<file path="src/design/tbf_pkg.sv">
// Package for the tabulated bond force block: payload types, commands, state codes.
// Used by tbf_divider and tabulated_bond_force; no dependencies.
package tbf_pkg;

  localparam int MAX_BONDS_DEF = 256;
  localparam int MAX_BINS_DEF  = 1024;
  localparam int FRAC_BITS_DEF = 16;

  typedef enum logic [1:0] {
    CMD_LOAD   = 2'd0,
    CMD_LENGTH = 2'd1,
    CMD_EVAL   = 2'd2,
    CMD_FINISH = 2'd3
  } cmd_t;

  typedef struct packed {
    logic [1:0]         cmd;
    logic [7:0]         bond_index;
    logic [9:0]         bin_index;
    logic signed [31:0] potential_value;
    logic signed [31:0] derivative_value;
    logic [10:0]        table_length;
    logic signed [31:0] first_x;
    logic signed [31:0] first_y;
    logic signed [31:0] first_z;
    logic signed [31:0] second_x;
    logic signed [31:0] second_y;
    logic signed [31:0] second_z;
  } in_req_t;

  typedef struct packed {
    logic               in_range;
    logic signed [31:0] energy_term;
    logic signed [31:0] force_x;
    logic signed [31:0] force_y;
    logic signed [31:0] force_z;
    logic signed [39:0] energy_total;
  } out_req_t;

  typedef enum logic [3:0] {
    ST_IDLE,
    ST_SQUARE,
    ST_SQRT,
    ST_BIN,
    ST_LOOKUP,
    ST_READ,
    ST_FORCE_MUL,
    ST_FORCE_DIV,
    ST_OUT
  } state_t;

  // Start, busy and done status for the shared divider.
  typedef struct packed {
    logic start;
    logic busy;
    logic done;
  } div_ctl_t;

endpackage

</file>
<file path="src/design/tbf_divider.sv">
// Bit-serial restoring divider: unsigned 64 by 34 bits, one quotient bit per cycle.
// Depends on tbf_pkg for the control struct.
module tbf_divider (
  input  logic                clk,
  input  logic                rst_n,
  input  logic                start,
  input  logic [63:0]         dividend,
  input  logic [33:0]         divisor,
  output logic [63:0]         quotient,
  output tbf_pkg::div_ctl_t   status
);

  logic [63:0] quo_r, quo_nxt;
  logic [34:0] rem_r, rem_nxt;
  logic [33:0] dsr_r, dsr_nxt;
  logic [6:0]  cnt_r, cnt_nxt;
  logic        busy_r, busy_nxt;
  logic        done_r, done_nxt;
  logic [34:0] shifted;
  logic [35:0] diff;

  // Shift one dividend bit into the remainder and try a subtract
  always_comb begin
    shifted  = {rem_r[33:0], quo_r[63]};
    diff     = {1'b0, shifted} - {2'b0, dsr_r};
    quo_nxt  = quo_r;
    rem_nxt  = rem_r;
    dsr_nxt  = dsr_r;
    cnt_nxt  = cnt_r;
    busy_nxt = busy_r;
    done_nxt = 1'b0;
    if (start) begin
      quo_nxt  = dividend;
      rem_nxt  = '0;
      dsr_nxt  = divisor;
      cnt_nxt  = 7'd64;
      busy_nxt = 1'b1;
    end else if (busy_r) begin
      if (!diff[35]) begin
        rem_nxt = diff[34:0];
        quo_nxt = {quo_r[62:0], 1'b1};
      end else begin
        rem_nxt = shifted;
        quo_nxt = {quo_r[62:0], 1'b0};
      end
      cnt_nxt = cnt_r - 7'd1;
      if (cnt_r == 7'd1) begin
        busy_nxt = 1'b0;
        done_nxt = 1'b1;
      end
    end
  end

  always_ff @(posedge clk) begin
    if (!rst_n) begin
      busy_r <= 1'b0;
      done_r <= 1'b0;
      cnt_r  <= '0;
    end else begin
      busy_r <= busy_nxt;
      done_r <= done_nxt;
      cnt_r  <= cnt_nxt;
    end
    quo_r <= quo_nxt;
    rem_r <= rem_nxt;
    dsr_r <= dsr_nxt;
  end

  assign quotient      = quo_r;
  assign status.start  = start;
  assign status.busy   = busy_r;
  assign status.done   = done_r;

endmodule

</file>
<file path="config.mk">
export PLATFORM = sky130hd
export DESIGN_NAME = tbf_divider
export DESIGN_NICKNAME = d
export VERILOG_FILES = /design/src/design/tbf_pkg.sv /design/src/design/tbf_divider.sv
export SDC_FILE = /design/constraint.sdc
export NUM_CORES = 1
export LEC_CHECK = 0
export CAP_MARGIN = 20
export CORE_ASPECT_RATIO = 1.4
export CORE_MARGIN = 10
export CORE_UTILIZATION = 40
export CTS_BUF_LIST = sky130_fd_sc_hd__clkbuf_4 sky130_fd_sc_hd__clkbuf_8 sky130_fd_sc_hd__clkbuf_16
export CTS_CLUSTER_DIAMETER = 30
export DETAILED_ROUTE_END_ITERATION = 10
export DONT_BUFFER_PORTS = 1
export PLACE_DENSITY_LB_ADDON = 0.1
export REMOVE_ABC_BUFFERS = 1
export SYNTH_ARGS = -nofsm -noshare
export SYNTH_HDL_FRONTEND = slang
export SYNTH_SLANG_ARGS = --single-unit
</file>
<file path="constraint.sdc">
create_clock -name clk -period 2.75 [get_ports clk]
set_input_delay 0.275 -clock clk [delete_from_list [all_inputs] [get_ports clk]]
set_output_delay 0.275 -clock clk [all_outputs]
set_load 0.05 [all_outputs]
</file>
==> metrics.txt <==
final wirelength=20.0 mm; status=finished, violations left; crit path DAT=3.18 ns; Clk pin slew, worst setup/hold paths=about 0.070 ns; DR iter-0 viols=353; placed cell count=between 900 and 1000; vias in the first global route=5756; initial antenna violation count=0; Yosys top cell area share=38.9%; area occupied by multi-input gates=0.00365 sq mm; Final Cycle Share=105%; Fill cells=around 1700; FF+latch count, synth=141; die area=0.0249 sq mm; min cycle time layout=2.88 ns; routability congestion estimate=0.903; r2r endpoint=rem_r[30]; type of origin of the critical path=flip-flop; Post-DRT Antenna Nets=0; H-tree levels=4; average footprint of a synthesized cell=11.3 sq um; register area=0.00380 sq mm; clock root buffer=clkbuf_16; Crit. End Element=flip-flop; final worst slack=-0.131 ns; Post-synth EDFFs=between 90 and 100; Setup Crit Path Kind=reg -> reg; Worst Max-Slew Pin Slew=0.645 ns; vias=5423; via-per-instance ratio=approximately 5.4; ys async rst share=0%; DIE HEIGHT=183 um; final setup TNS=-0.505 ns; Synth Warn #=0; worst ir drop on vdd=0.000441 V; Sw Share=32.3%; CTS tree=built; Worst Reg-to-Reg Cells=12; CTS sink cnt=141; cell area after placement=0.00797 sq mm; num ports=168; PnR Total Power=6.09 mW; Post-Syn Area=0.00757 sq mm; Overflow after GRT=0; core area=0.0186 sq mm; clk_lat worst skew=0.43 ns; RSZ-0062 raised after global routing=true; Util after Layout=between 50% and 60%; headroom to the max-slew limit=56.9%; ant diodes=0; HP Class=in -> reg; FP Rows=59; Post-Synthesis Cells=672; crit path from=quotient[63]; fraction of layout cells with a size suffix above 1=26.4%; Worst EP required=approximately 3.1 ns; CTS Buf Count=17; sequential power share=48.3%; DRC Markers=0; first-pass GRT wire length=31.0 mm; design internal power=4.12 mW; Switch Pwr=1.97 mW; post-synthesis sequential area ratio=50.3%; number of detailed-route iterations in the first pass=4; clock share of power=37.4%; IO buf count=0; final instance area=0.00935 sq mm; reg2reg setup slack=-0.13 ns; die width=136 um; number of max-cap violations=0; maximum fanout along the worst path=2; max-slew violation count=0; Final Net Count=approximately 900; largest net degree at the start of global routing=71; Power Dens Cells=roughly 650 mW/mm^2; failing checks=negative setup slack; GR Util All Layers=15.7%; wire per inst=20.0 um; CTS Buffer Depth=2; Area Growth Syn to Fin=23.6%; initial core utilization=40.7%; Fin Clk Skew=between 0.009 and 0.01 ns; Leak Pwr=between 3 and 4 nW; post-DP HPWL=13.9 mm; Synth area leader=edfxtp_1; Critical Path Sink=rem_r[30]; Max Freq=0.347 GHz; Distinct cells, synth=65; final hold viol count=0; top cells by area, synth=edfxtp_1 (39%), dfxtp_1 (11%), mux2_2 (9.4%), ha_1 (6.0%), mux2i_1 (2.6%); combinational power share=between 10% and 20%; Non-Filler Instances=about 1000; Critical R2R Launch=quotient[63]; final setup vio count=7; main flop type after synthesis=edfxtp_1
-- registers in the layout, summed over array words and instances (netlist names) --
signal / count
busy_r: 1
cnt_r: 7
done_r: 1
dsr_r: 34
quotient: 64
rem_r: 34
-- repair_timing --
action	CTS	global route
hold endpoints to repair	80	0
gates resized for setup	7	51
buffers inserted	3	13
setup endpoints to repair	10	35
hold buffers	36	0
pin swaps	7	27
cloned	0	1
-- critical path: stages (launching register included) --
cell and delay, ns:
edfxtp_1 0.40, inv_2 0.11, ha_4 0.14, inv_2 0.03
fa_2 0.33, a211o_1 0.29, a21o_1 0.21, a221oi_4 0.33
o211ai_2 0.15, a211o_1 0.30, a31oi_1 0.20, xor2_1 0.16
o211ai_1 0.10
-- cell families after synthesis --
kind of cell	after synthesis	share of synthesized area (%)
compound gates	148	13.6
xor+xnor	37	4.28
fa+ha+maj	37	6.22
buf+inv	78	4.58
flops	141	50.3
mux	84	12.2
simple gates	147	8.85
-- cell usage in the layout (no fill, tap or decap), types with 28 or more instances in the layout --
master | synthesis | routed
edfxtp_1 | 98 | 98
nor2_1 | 44 | 43
nand2_1 | 53 | 51
ha_1 | 36 | 28
inv_1 | 46 | 43
mux2_2 | 63 | 63
a21oi_1 | 34 | 29
dlygate4sd3_1 | 0 | 35
buf_4 | 5 | 41
dfxtp_1 | 43 | 42
-- metrics by stage --
step           hold WS (ns)  worst slack [ns]
2_1_floorplan         0.348            -0.807
3_3_place_gp          0.374            -0.156
3_5_place_dp          0.374            -0.188
4_1_cts              0.0283            -0.130
5_1_grt              0.0216            -0.295
6_report             0.0434            -0.131
-- layer usage --
metal,GRT usage (%),wire (um),part of all wire [%]
met1,17.4,7760,39
met2,25.9,9920,50
met5,0,0,0
met4,4.87,339,1.7
met3,7.47,1990,9.9
-- Yosys cell counts (6+ instances only) --
cell	n
a211oi_1	15
a21o_1	9
a21oi_1	34
clkbuf_1	18
dfxtp_1	43
edfxtp_1	98
ha_1	36
inv_1	46
mux2_2	63
mux2i_1	20
nand2_1	53
nand3_1	6
nand4_1	10
nor2_1	44
nor3_1	12
o211ai_1	7
o21ai_0	14
o21ai_1	18
xnor2_1	22
xor2_1	15
-- how the worst min path moves through the flow --
| stage | slack (ns) | depth (start not counted) | start | to |
|---|---|---|---|---|
| 2_1_floorplan | 0.35 | 1 | start | rem_r[10] |
| 3_3_place_gp | 0.37 | 0 | divisor[11] | dsr_r[11] |
| 3_5_place_dp | 0.37 | 0 | divisor[12] | dsr_r[12] |
| 4_1_cts | 0.03 | 2 | start | busy_r |
| 5_1_grt | 0.02 | 2 | start | busy_r |
| 6_report | 0.04 | 2 | start | busy_r |
-- power groups by stage --
| stage | clock network (mW) | logic [mW] | registers, mW |
|---|---|---|---|
| 2_1_floorplan | 0 | 0.534 | 2.95 |
| 3_3_place_gp | 0 | 0.722 | 2.99 |
| 3_5_place_dp | 0 | 0.733 | 2.99 |
| 4_1_cts | 2.35 | 0.807 | 2.95 |
| 5_1_grt | 2.43 | 0.966 | 2.97 |
| 6_report | 2.28 | 0.876 | 2.94 |
-- layout make-up --
| cell class | count | area share (%) |
|---|---|---|
| inverters | 46 | 1.85 |
| repair buffers | 86 | 8.85 |
| clock inverters | 15 | 1.71 |
| multi-input cells | 453 | 39.1 |
| flip-flops and latches | 141 | 40.7 |
| well taps | 244 | 3.27 |
| clock buffers | 17 | 4.55 |
Power figures use the tool's default switching activity.
